[src/rtl/core/deq_pkg.sv]
// Shared types and constants for the double-ended queue.
// Holds the command and error codes and the default sizes.
// No dependencies.
package deq_pkg;

  localparam int DEQ_DEPTH      = 16;
  localparam int DEQ_DATA_WIDTH = 32;
  localparam int CMD_WIDTH      = 3;
  localparam int ERR_WIDTH      = 2;

  typedef enum logic [CMD_WIDTH-1:0] {
    CMD_NONE       = 3'd0,
    CMD_PUSH_FRONT = 3'd1,
    CMD_PUSH_BACK  = 3'd2,
    CMD_POP_FRONT  = 3'd3,
    CMD_POP_BACK   = 3'd4
  } cmd_t;

  typedef enum logic [ERR_WIDTH-1:0] {
    ERR_OK    = 2'd0,
    ERR_EMPTY = 2'd1,
    ERR_FULL  = 2'd2
  } err_t;

endpackage

[src/rtl/core/deq_in_if.sv]
// Input channel of the double-ended queue: valid/ready plus command and value.
// Depends on deq_pkg for the command width and default sizes.
interface deq_in_if
  import deq_pkg::*;
#(
  parameter int DATA_WIDTH = DEQ_DATA_WIDTH
);
  logic                  valid;
  logic                  ready;
  logic [CMD_WIDTH-1:0]  command;
  logic [DATA_WIDTH-1:0] push_value;

  modport source (output valid, output command, output push_value, input ready);
  modport sink   (input valid, input command, input push_value, output ready);
endinterface

[src/rtl/core/deq_out_if.sv]
// Result channel of the double-ended queue: valid/ready plus one result item.
// Depends on deq_pkg for the error-code width and default sizes.
interface deq_out_if
  import deq_pkg::*;
#(
  parameter int DATA_WIDTH = DEQ_DATA_WIDTH,
  parameter int DEPTH      = DEQ_DEPTH
);
  localparam int CW = $clog2(DEPTH + 1);

  logic                  valid;
  logic                  ready;
  logic [DATA_WIDTH-1:0] removed_value;
  logic [DATA_WIDTH-1:0] front_value;
  logic [DATA_WIDTH-1:0] back_value;
  logic [CW-1:0]         occupancy;
  logic                  is_empty;
  logic                  is_full;
  logic [ERR_WIDTH-1:0]  error_code;

  modport source (
    output valid, output removed_value, output front_value, output back_value,
    output occupancy, output is_empty, output is_full, output error_code,
    input ready
  );
  modport sink (
    input valid, input removed_value, input front_value, input back_value,
    input occupancy, input is_empty, input is_full, input error_code,
    output ready
  );
endinterface

[src/rtl/core/double_ended_queue.sv]
// Bounded double-ended queue kept as a ring in one RAM, with head/tail indexes
// and a count. Depends on deq_pkg, deq_in_if, deq_out_if and deq_ram.
//
// Usage:
//   in_chan carries a command (none/peek, push front, push back, pop front,
//   pop back) and a push value. Every accepted item gives exactly one result
//   item on out_chan: the popped element, the front and back elements after
//   the step, the occupancy, empty/full flags and an error code. A pop on an
//   empty queue or a push on a full one is flagged and leaves the state alone.
//   Unused command codes act as a peek.
//   Latency and throughput: unless a refill is needed, the result item is offered
//   in the cycle after its item is accepted, and one item per cycle passes while
//   results are taken. A pop that leaves two or more elements needs a refill: the
//   new end element comes from the registered RAM read in S_READ, and that item holds off the next one.
//   The front and back elements are cached in registers; the RAM is read only for that refill.
//   Reset (synchronous, active low) empties the queue; RAM contents are not
//   cleared and no slot is read before it is written.
//   When the receiver stalls the result is held, and no new item is accepted
//   until the waiting result is taken (it may be taken and replaced in one
//   cycle).
module double_ended_queue
  import deq_pkg::*;
#(
  parameter int DEPTH      = DEQ_DEPTH,
  parameter int DATA_WIDTH = DEQ_DATA_WIDTH
) (
  input  logic       clk,
  input  logic       rst_n,
  deq_in_if.sink     in_chan,
  deq_out_if.source  out_chan
);

  localparam int AW = $clog2(DEPTH);
  localparam int CW = $clog2(DEPTH + 1);
  localparam logic [AW-1:0] LAST_IDX = AW'(DEPTH - 1);
  localparam logic [CW-1:0] FULL_CNT = CW'(DEPTH);

  typedef enum logic [1:0] {
    S_IDLE = 2'b01,
    S_READ = 2'b10
  } state_t;

  state_t                state_r, state_nxt;
  logic [AW-1:0]         head_r, head_nxt;
  logic [AW-1:0]         tail_r, tail_nxt;
  logic [CW-1:0]         count_r, count_nxt;
  logic [DATA_WIDTH-1:0] front_r, front_nxt;
  logic [DATA_WIDTH-1:0] back_r, back_nxt;
  logic                  refill_front_r, refill_front_nxt;

  logic                  out_valid_r, out_valid_nxt;
  logic [DATA_WIDTH-1:0] out_removed_r, out_removed_nxt;
  logic [DATA_WIDTH-1:0] out_front_r, out_front_nxt;
  logic [DATA_WIDTH-1:0] out_back_r, out_back_nxt;
  logic [CW-1:0]         out_count_r, out_count_nxt;
  logic [ERR_WIDTH-1:0]  out_err_r, out_err_nxt;

  logic                  in_ready;
  logic                  accept;
  logic                  ram_we;
  logic [AW-1:0]         ram_addr;
  logic [DATA_WIDTH-1:0] ram_rdata;
  logic                  need_read;
  logic                  is_full;
  logic                  is_empty;
  logic [AW-1:0]         head_inc, head_dec, tail_inc, tail_dec;
  logic [DATA_WIDTH-1:0] removed;
  err_t                  err;

  // ring index steps with wrap at any depth
  assign head_inc = (head_r == LAST_IDX) ? '0 : head_r + 1'b1;
  assign head_dec = (head_r == '0) ? LAST_IDX : head_r - 1'b1;
  assign tail_inc = (tail_r == LAST_IDX) ? '0 : tail_r + 1'b1;
  assign tail_dec = (tail_r == '0) ? LAST_IDX : tail_r - 1'b1;

  assign is_full  = (count_r == FULL_CNT);
  assign is_empty = (count_r == '0);

  // take an item only when idle and the result register is free
  assign in_ready      = (state_r == S_IDLE) && (!out_valid_r || out_chan.ready);
  assign in_chan.ready = in_ready;
  assign accept        = in_chan.valid && in_ready;

  // decode the command, update indexes, cache and RAM access
  always_comb begin
    head_nxt         = head_r;
    tail_nxt         = tail_r;
    count_nxt        = count_r;
    front_nxt        = front_r;
    back_nxt         = back_r;
    refill_front_nxt = refill_front_r;
    ram_we           = 1'b0;
    ram_addr         = tail_r;
    need_read        = 1'b0;
    removed          = '0;
    err              = ERR_OK;

    case (in_chan.command)
      CMD_PUSH_FRONT: begin
        if (is_full) begin
          err = ERR_FULL;
        end else begin
          head_nxt  = head_dec;
          count_nxt = count_r + 1'b1;
          ram_we    = 1'b1;
          ram_addr  = head_dec;
          front_nxt = in_chan.push_value;
          if (is_empty) begin
            back_nxt = in_chan.push_value;
          end
        end
      end
      CMD_PUSH_BACK: begin
        if (is_full) begin
          err = ERR_FULL;
        end else begin
          tail_nxt  = tail_inc;
          count_nxt = count_r + 1'b1;
          ram_we    = 1'b1;
          ram_addr  = tail_inc;
          back_nxt  = in_chan.push_value;
          if (is_empty) begin
            front_nxt = in_chan.push_value;
          end
        end
      end
      CMD_POP_FRONT: begin
        if (is_empty) begin
          err = ERR_EMPTY;
        end else begin
          removed          = front_r;
          head_nxt         = head_inc;
          count_nxt        = count_r - 1'b1;
          ram_addr         = head_inc;
          refill_front_nxt = 1'b1;
          if (count_r == CW'(1)) begin
            front_nxt = '0;
            back_nxt  = '0;
          end else if (count_r == CW'(2)) begin
            front_nxt = back_r;
          end else begin
            need_read = 1'b1;
          end
        end
      end
      CMD_POP_BACK: begin
        if (is_empty) begin
          err = ERR_EMPTY;
        end else begin
          removed          = back_r;
          tail_nxt         = tail_dec;
          count_nxt        = count_r - 1'b1;
          ram_addr         = tail_dec;
          refill_front_nxt = 1'b0;
          if (count_r == CW'(1)) begin
            front_nxt = '0;
            back_nxt  = '0;
          end else if (count_r == CW'(2)) begin
            back_nxt = front_r;
          end else begin
            need_read = 1'b1;
          end
        end
      end
      default: begin
        // peek and unused codes: no change
      end
    endcase
  end

  // form the result item and the sequencer step
  always_comb begin
    state_nxt       = state_r;
    out_valid_nxt   = out_valid_r && !out_chan.ready;
    out_removed_nxt = out_removed_r;
    out_front_nxt   = out_front_r;
    out_back_nxt    = out_back_r;
    out_count_nxt   = out_count_r;
    out_err_nxt     = out_err_r;

    case (state_r)
      S_IDLE: begin
        if (accept) begin
          out_removed_nxt = removed;
          out_front_nxt   = front_nxt;
          out_back_nxt    = back_nxt;
          out_count_nxt   = count_nxt;
          out_err_nxt     = err;
          if (need_read) begin
            state_nxt = S_READ;
          end else begin
            out_valid_nxt = 1'b1;
          end
        end
      end
      S_READ: begin
        // patch in the new end element from the RAM
        if (refill_front_r) begin
          out_front_nxt = ram_rdata;
        end else begin
          out_back_nxt = ram_rdata;
        end
        out_valid_nxt = 1'b1;
        state_nxt     = S_IDLE;
      end
      default: begin
        state_nxt = S_IDLE;
      end
    endcase
  end

  // control state
  always_ff @(posedge clk) begin
    if (!rst_n) begin
      state_r     <= S_IDLE;
      head_r      <= '0;
      tail_r      <= LAST_IDX;
      count_r     <= '0;
      out_valid_r <= 1'b0;
    end else begin
      state_r     <= state_nxt;
      out_valid_r <= out_valid_nxt;
      if (accept) begin
        head_r  <= head_nxt;
        tail_r  <= tail_nxt;
        count_r <= count_nxt;
      end
    end
  end

  // cached ends and result payload
  always_ff @(posedge clk) begin
    if (!rst_n) begin
      front_r <= '0;
      back_r  <= '0;
    end else if (accept) begin
      front_r <= front_nxt;
      back_r  <= back_nxt;
    end else if (state_r == S_READ) begin
      if (refill_front_r) begin
        front_r <= ram_rdata;
      end else begin
        back_r <= ram_rdata;
      end
    end
  end

  always_ff @(posedge clk) begin
    if (accept) begin
      refill_front_r <= refill_front_nxt;
    end
    out_removed_r <= out_removed_nxt;
    out_front_r   <= out_front_nxt;
    out_back_r    <= out_back_nxt;
    out_count_r   <= out_count_nxt;
    out_err_r     <= out_err_nxt;
  end

  deq_ram #(
    .WIDTH (DATA_WIDTH),
    .DEPTH (DEPTH)
  ) u_ring (
    .clk     (clk),
    .wr_en   (accept && ram_we),
    .wr_addr (ram_addr),
    .wr_data (in_chan.push_value),
    .rd_addr (ram_addr),
    .rd_data (ram_rdata)
  );

  // drive the result channel
  assign out_chan.valid         = out_valid_r;
  assign out_chan.removed_value = out_removed_r;
  assign out_chan.front_value   = out_front_r;
  assign out_chan.back_value    = out_back_r;
  assign out_chan.occupancy     = out_count_r;
  assign out_chan.is_empty      = (out_count_r == '0);
  assign out_chan.is_full       = (out_count_r == FULL_CNT);
  assign out_chan.error_code    = out_err_r;

endmodule

[src/rtl/core/deq_ram.sv]
// Generic simple dual-port RAM: one write port, one read port, registered read.
// No dependencies.
module deq_ram #(
  parameter int WIDTH = 32,
  parameter int DEPTH = 16
) (
  input  logic                     clk,
  input  logic                     wr_en,
  input  logic [$clog2(DEPTH)-1:0] wr_addr,
  input  logic [WIDTH-1:0]         wr_data,
  input  logic [$clog2(DEPTH)-1:0] rd_addr,
  output logic [WIDTH-1:0]         rd_data
);

  logic [WIDTH-1:0] mem [DEPTH];

  // write, then register the read word
  always_ff @(posedge clk) begin
    if (wr_en) begin
      mem[wr_addr] <= wr_data;
    end
    rd_data <= mem[rd_addr];
  end

endmodule
[src/flat_wrapper.sv]
// flat-port wrapper written by rule: the top's interface ports become plain ports
module double_ended_queue_flat import deq_pkg::*;
#(
  parameter int DEPTH      = DEQ_DEPTH,
  parameter int DATA_WIDTH = DEQ_DATA_WIDTH
)
  (clk, rst_n, in_chan_valid, in_chan_command, in_chan_push_value, in_chan_ready, out_chan_valid, out_chan_removed_value, out_chan_front_value, out_chan_back_value, out_chan_occupancy, out_chan_is_empty, out_chan_is_full, out_chan_error_code, out_chan_ready);
  deq_in_if #(.DATA_WIDTH(DATA_WIDTH)) in_chan_i ();
  deq_out_if #(.DATA_WIDTH(DATA_WIDTH), .DEPTH(DEPTH)) out_chan_i ();
  input  logic clk;
  input  logic rst_n;
  input wire logic [$bits(in_chan_i.valid)-1:0] in_chan_valid;
  input wire logic [$bits(in_chan_i.command)-1:0] in_chan_command;
  input wire logic [$bits(in_chan_i.push_value)-1:0] in_chan_push_value;
  output wire logic [$bits(in_chan_i.ready)-1:0] in_chan_ready;
  output wire logic [$bits(out_chan_i.valid)-1:0] out_chan_valid;
  output wire logic [$bits(out_chan_i.removed_value)-1:0] out_chan_removed_value;
  output wire logic [$bits(out_chan_i.front_value)-1:0] out_chan_front_value;
  output wire logic [$bits(out_chan_i.back_value)-1:0] out_chan_back_value;
  output wire logic [$bits(out_chan_i.occupancy)-1:0] out_chan_occupancy;
  output wire logic [$bits(out_chan_i.is_empty)-1:0] out_chan_is_empty;
  output wire logic [$bits(out_chan_i.is_full)-1:0] out_chan_is_full;
  output wire logic [$bits(out_chan_i.error_code)-1:0] out_chan_error_code;
  input wire logic [$bits(out_chan_i.ready)-1:0] out_chan_ready;
  assign in_chan_i.valid = in_chan_valid;
  assign in_chan_i.command = in_chan_command;
  assign in_chan_i.push_value = in_chan_push_value;
  assign in_chan_ready = in_chan_i.ready;
  assign out_chan_valid = out_chan_i.valid;
  assign out_chan_removed_value = out_chan_i.removed_value;
  assign out_chan_front_value = out_chan_i.front_value;
  assign out_chan_back_value = out_chan_i.back_value;
  assign out_chan_occupancy = out_chan_i.occupancy;
  assign out_chan_is_empty = out_chan_i.is_empty;
  assign out_chan_is_full = out_chan_i.is_full;
  assign out_chan_error_code = out_chan_i.error_code;
  assign out_chan_i.ready = out_chan_ready;
  double_ended_queue #(.DEPTH(DEPTH), .DATA_WIDTH(DATA_WIDTH)) u_core (.clk(clk), .rst_n(rst_n), .in_chan(in_chan_i), .out_chan(out_chan_i));
endmodule
[config.mk]
export PLATFORM = sky130hd
export DESIGN_NAME = double_ended_queue_flat
export DESIGN_NICKNAME = d
export VERILOG_FILES = /design/src/rtl/core/deq_pkg.sv /design/src/rtl/core/deq_in_if.sv /design/src/rtl/core/deq_out_if.sv /design/src/rtl/core/double_ended_queue.sv /design/src/rtl/core/deq_ram.sv /design/src/flat_wrapper.sv
export SDC_FILE = /design/constraint.sdc
export NUM_CORES = 1
export LEC_CHECK = 0
export BUFFER_PORTS_ARGS = -buffer_cell sky130_fd_sc_hd__buf_4
export CAP_MARGIN = 10
export CORE_AREA = 2 2 225 227
export DETAILED_ROUTE_END_ITERATION = 7
export DIE_AREA = 0 0 227 229
export MAX_ROUTING_LAYER = met4
export PLACE_DENSITY_LB_ADDON = 0.05
export RECOVER_POWER = 100
export SLEW_MARGIN = 40
export SYNTH_ARGS = -nofsm -noshare
export SYNTH_HDL_FRONTEND = slang
export SYNTH_HIERARCHICAL = 1
export SYNTH_SLANG_ARGS = --single-unit
[constraint.sdc]
create_clock -name clk -period 8.04 [get_ports clk]
set_input_delay 0 -clock clk [delete_from_list [all_inputs] [get_ports clk]]
set_output_delay 0 -clock clk [all_outputs]
set_load 0.02 [all_outputs]
# Yosys cells after proc, flatten, opt, wreduce, memory -nomap -nowiden
# Memory sizes are Yosys's and may differ from the RTL's. A register that Yosys moved wholly into a read port is not among the register bits.
# Index checks and enable logic that the tools add are counted.
dict set report word_totals {
  regBits 184
  ramBits 512
  in_bits 39
  output_inout_bits 107
  wordCells 132
  memories 1
}
dict set report classes {
  addsub 6
  eq_ne 19
  muxes 64
  n_reduce_logical 29
}
# name words word_bits rd rd_ports_with_merged_regs write_ports line_no
set mem_list {}
lappend mem_list {u_core.u_ring.mem 16 32 1 1 1 deq_ram.sv:15} ;# logic [WIDTH-1:0] mem [DEPTH];
# operator count
set ops {}
lappend ops {{32-bit two-way mux} 26}
lappend ops {{32-bit one-hot mux with 4 select lines} 2}
lappend ops {{32-bit one-hot mux with 2 select lines} 3}
lappend ops {{4-bit two-way mux} 10}
lappend ops {{4-bit one-hot mux with 2 select lines} 2}
lappend ops {{4-bit one-hot mux with 4 select lines} 1}
lappend ops {{1-bit two-way mux} 13}
lappend ops {{2-bit AND reduction} 6}
lappend ops {{2-bit nonzero test} 6}
lappend ops {{5-bit == test, second input constant} 2}
lappend ops {{5-bit logical NOT} 2}
lappend ops {{5-bit two-way mux} 2}
lappend ops {{2-bit != test, second input constant} 5}
lappend ops {{5-bit one-hot mux with 2 select lines} 1}
lappend ops {{4-bit by 1-bit adder with 4-bit output, second input constant} 2}
lappend ops {{4-bit == test, second input constant} 2}
lappend ops {{4-bit logical NOT} 2}
lappend ops {{4-bit AND reduction} 2}
lappend ops {{4-bit by 1-bit subtractor with 4-bit output, second input constant} 2}
lappend ops {{3-bit by 2-bit == test with 1-bit output, second input constant} 2}
lappend ops {{3-bit AND reduction} 2}
lappend ops {{5-bit by 1-bit adder with 5-bit output, second input constant} 1}
lappend ops {{5-bit by 1-bit == test with 1-bit output, second input constant} 1}
lappend ops {{5-bit by 2-bit == test with 1-bit output, second input constant} 1}
lappend ops {{13 further kinds} 20}

# Longest topological paths before layout
dict set report depth {
  depth_word 8
  mapped_depth 14
  mapped_depth_nobuf 10
}

# Cells and area by module
# The synthesis kept the hierarchy.
# module instances cells_per_inst area_each_um2 seq_area_each_um2
set modules_own_cells {}
lappend modules_own_cells {deq_ram 1 838 19835.3 16015.4}
lappend modules_own_cells {double_ended_queue 1 949 9541.7 4724.5}

# Least setup slack after synthesis
# Ideal clock, no wire load.
dict set report synth_path {
  path_type {register to register}
  start {register u_core.count_r[0]}
  end {memory u_core.u_ring.mem[0][0] (enable)}
  setup_time_ns 0.461
  arrival_ns 4.904
  required_time_ns 7.579
  slack_ns 2.675
  path_stages_with_launch 12
  n_path_buf 2
  period_less_slack_ns 5.365
  path_cell_list {dfxtp_1 -> inv_1 -> ha_1 -> or4b_1 -> clkbuf_1 -> clkbuf_1 -> a31oi_1 -> a311oi_1 -> a221oi_1 -> nand3_1 -> or3b_2 -> nor3_1}
}
dict set report synth_between {
  elab_cells_between_ends 12
  cone_classes {1 x eq/ne; 9 x mux; 2 x reduce/logical}
}
# element line_no
set synth_lines {}
lappend synth_lines {{start, declared} double_ended_queue.sv:46} ;# logic [CW-1:0] count_r, count_nxt;
lappend synth_lines {{start signal, assigned} double_ended_queue.sv:226} ;# count_r <= count_nxt;
lappend synth_lines {{5-bit == test or 5-bit logical NOT (tied branches)} {double_ended_queue.sv:76, double_ended_queue.sv:77}}
lappend synth_lines {{4-bit two-way mux (on tied branches)} n/a}
lappend synth_lines {{4-bit one-hot mux with 4 select lines (*)} double_ended_queue.sv:98} ;# case (in_chan.command)
lappend synth_lines {{via u_core.ram_addr[3]} double_ended_queue.sv:61} ;# logic [AW-1:0] ram_addr;
lappend synth_lines {{end, declared} deq_ram.sv:15}
# The timed path passes the listed nets; every way through them passes the cells marked *.

# Final worst setup path
dict set report layout_path {
  start {input port in_chan_command[2]}
  end {memory u_core.u_ring.mem[13][8] (enable)}
}
dict set report layout_between {
  elab_cells_between_ends 10
  cone_classes {4 x eq/ne; 4 x mux; 2 x reduce/logical}
}
# element line_no
set layout_lines {}
lappend layout_lines {{start, declared} flat_wrapper.sv:13} ;# input wire logic [$bits(in_chan_i.command)-1:0] in_chan_command;
lappend layout_lines {{3-bit == test, or another cell as far along} double_ended_queue.sv:98}
lappend layout_lines {{4-bit one-hot mux with 4 select lines (*)} double_ended_queue.sv:98}
lappend layout_lines {{via u_core.ram_addr[3]} double_ended_queue.sv:61}
# Marks and branches as above.

==> metrics.txt <==
Worst Tran Pin Value=~4.2 ns; Syn-to-layout area delta=15.2%; Most used DFF post-synth=edfxtp_1; critical path class=in -> reg; Cell Rows=82; Leak=11.1 nW; R2R Path End=u_core/out_chan.back_value[12]$_DFFE_PP_; TritonRoute pass-1 iters=8; FMAX=0.156 GHz; Max Slew Vio Count=around 250; setup_tns=0 ns; Final Net Count=slightly above 2000; HP Class=in -> reg; Synth cell types=76; post-route design area=approximately 0.034 mm2; Fin Clk Skew=between 0.02 and 0.03 ns; placed cell area=approximately 0.032 mm2; Die Wd=~230 um; clock-pin transition on the worst setup and hold timing paths=0.06 ns; #FFs+latches synth=around 730; clock sink total=about 730; ys async rst share=0%; crit end category=flop; Worst path slowest cell=clkbuf_1; pwr dens=around 270 mW/mm2; wire length per cell=26.5 um; first-pass GRT wire length=107000 um; post-synthesis instance area=roughly 0.029 mm2; die height=approximately 230 um; Cells after Synth=about 1800; area of the core=0.0497 mm2; CTS tree=done; Critical Path Fanout Max=41; max_cap viols=6; unrepaired setup endpoints after global routing=no; relative slew slack=-179%; final core occ=between 60% and 70%; syn_area_per_cell=around 16 um2; critical path launch point=in_chan_command[2]; Via Count=about 18000; FF-to-FF path depth=8; Net Count, Synth=1837; Die ar.=around 0.052 mm2; crit start category=input port; drt drc=0; DR vias/cell=~6.5; sequential share of the synthesized area=a little over two thirds; dpl hpwl=around 44000 um; end of the critical path=u_core/u_ring/mem[13][8]$_DFFE_PP_; post-route ant nets=0; vias in the first global route=roughly 17000; most frequent CP cell=clkbuf_1; post-CTS resize count=0; Skew-Pair Late Insertion Delay=0.63 ns; worst flop-to-flop path startpoint=u_core/state_r[0]$_SDFFE_PN1P_; most frequent cell after synthesis=edfxtp_1; failing checks=capacitance limit, slew limit; initial antenna violation count=1; peak supply drop=just over 0.0002 V; Ports=approximately 150; crit path cell chain=dlygate4sd3_1 -> clkbuf_1 -> nor3b_1 -> clkbuf_1 -> inv_2 -> a311oi_1 -> a221oi_1 -> nand3_1 -> nand3_1 -> nor2_1 -> buf_16 -> clkbuf_1; CTS buffer count=75; R2R setup slack=between 2 and 2.5 ns; largest stage delay on the critical path=1.78 ns; area leader, netlist=edfxtp_1; share of cells above drive strength 1=between 10% and 20%; GRT Util Overall=28.8%; Clock Path Buffers=3; Yosys warnings=6; Worst EP required=8.29 ns; critical path arrival=roughly 6.7 ns; final WL=roughly 72000 um; clock tree root buffer cell=clkbuf_16; synth cell count leaders=edfxtp_1, a21oi_1, mux4_2; total global routing overflow=0; IO buf count=about 150; Final Hold Fails=0; initial core utilization=~60%; Tmin final=6.43 ns; outcome=finished, violations left; # setup viols final=0; initial DRC count=2318; ranking of synthesized cells by area=edfxtp_1, mux4_2, dfxtp_1, a22oi_1, a21oi_1; Final GP Congestion=around 0.87; Post-synth EDFFs=roughly 620; Synth top area share=63.0%; largest net degree at the start of global routing=approximately 120; H-tree depth=3; Tcrit/Tclk final=~80%
critical path, delay by kind of cell:
family,cells,cell delay (ns)
buf+inv,6,4.17
simple gates,4,1.80
compound gates,2,0.67
cell type report:
cell class,count,area (um2)
clock inverters,43,417
fillers,3465,15800
clock buffers,97,2070
inverters,19,72.6
diodes,3,7.51
well taps,672,841
repair buffers,237,1640
flip-flops and latches,728,20700
multi-input cells,904,8050
cell usage in the layout (no fill, tap or decap), types with 9 or more instances in the layout:
cell	Yosys	final
a21oi_1	140	140
a222oi_1	63	63
a22oi_1	97	97
a31oi_1	11	10
buf_16	0	13
buf_4	12	22
clkbuf_1	78	165
clkbuf_16	0	76
clkbuf_8	0	9
clkinv_1	0	10
clkinv_2	0	19
dfxtp_1	112	112
dlygate4sd3_1	0	39
edfxtp_1	616	616
ha_1	11	11
inv_1	17	16
mux2_2	60	60
mux4_2	128	128
nand2_1	68	67
nand3_1	9	9
nor2_1	109	105
o21ai_0	78	78
registers in the layout, indices dropped and copies added, names as in the netlist:
signal                         flops
u_core/u_ring/rd_data             32
u_core/tail_r                      4
u_core/state_r                     2
u_core/out_chan.front_value       32
u_core/refill_front_r              1
u_core/back_r                     32
u_core/out_chan.error_code         2
u_core/u_ring/mem                512
u_core/out_chan.removed_value     32
u_core/head_r                      4
u_core/count_r                     5
u_core/out_chan.occupancy          5
u_core/out_chan.valid              1
u_core/front_r                    32
u_core/out_chan.back_value        32
routing by layer:
metal	GRT usage, %	vias to the layer above	routed length (um)
li1	-	7672	-
met1	43.3	9001	31100
met2	40.7	850	32600
met3	6.29	102	6850
met4	7.29	0	1160
met5	-	-	0
worst min-delay path by stage:
stage / start / endpoint / slack [ns] / cells after the start
6_report: out_chan_ready / u_core/count_r[1]$_SDFFE_PN0N_ / 0.33 / 6
5_1_grt: out_chan_ready / u_core/out_chan.valid$_SDFF_PN0_ / 0.36 / 4
4_1_cts: out_chan_ready / u_core/count_r[1]$_SDFFE_PN0N_ / 0.05 / 6
3_5_place_dp: in_chan_valid / u_core/out_chan.valid$_SDFF_PN0_ / 0.32 / 3
3_3_place_gp: in_chan_valid / u_core/out_chan.valid$_SDFF_PN0_ / 0.32 / 3
2_1_floorplan: in_chan_push_value[0] / u_core/u_ring/mem[0][0]$_DFFE_PP_ / 0.1 / 0
per-stage QoR:
step | instances | setup WS, ns | hold WS [ns] | power [mW]
3_5_place_dp | 2520 | 3.11 | 0.322 | 5.93
4_1_cts | 2699 | 3.09 | 0.0540 | 9.38
2_1_floorplan | 1787 | 2.67 | 0.0989 | 5.39
5_1_grt | 2700 | 1.27 | 0.361 | 9.60
3_3_place_gp | 2493 | 2.92 | 0.324 | 5.88
6_report | 2703 | 1.61 | 0.327 | 9.25
cells by family after synthesis:
family | count (synthesis) | share of synthesized area (%)
fa+ha+maj | 11 | 0.468
flops | 728 | 70.6
buf+inv | 155 | 2.32
xor+xnor | 7 | 0.209
simple gates | 249 | 4.00
mux | 192 | 12.2
compound gates | 445 | 10.2
what timing repair did:
| action | CTS | global route |
|---|---|---|
| hold buffers | 39 | 0 |
| hold endpoints to repair | 596 | 0 |
| setup buffers | 0 | 0 |
report_power, final:
| part | switching, mW | total (mW) | internal, mW |
|---|---|---|---|
| sequential | 0.198 | 4.53 | 4.33 |
| combinational | 0.793 | 1.28 | 0.484 |
| clock | 1.45 | 3.45 | 2.00 |
Power figures use the tool's default switching activity.
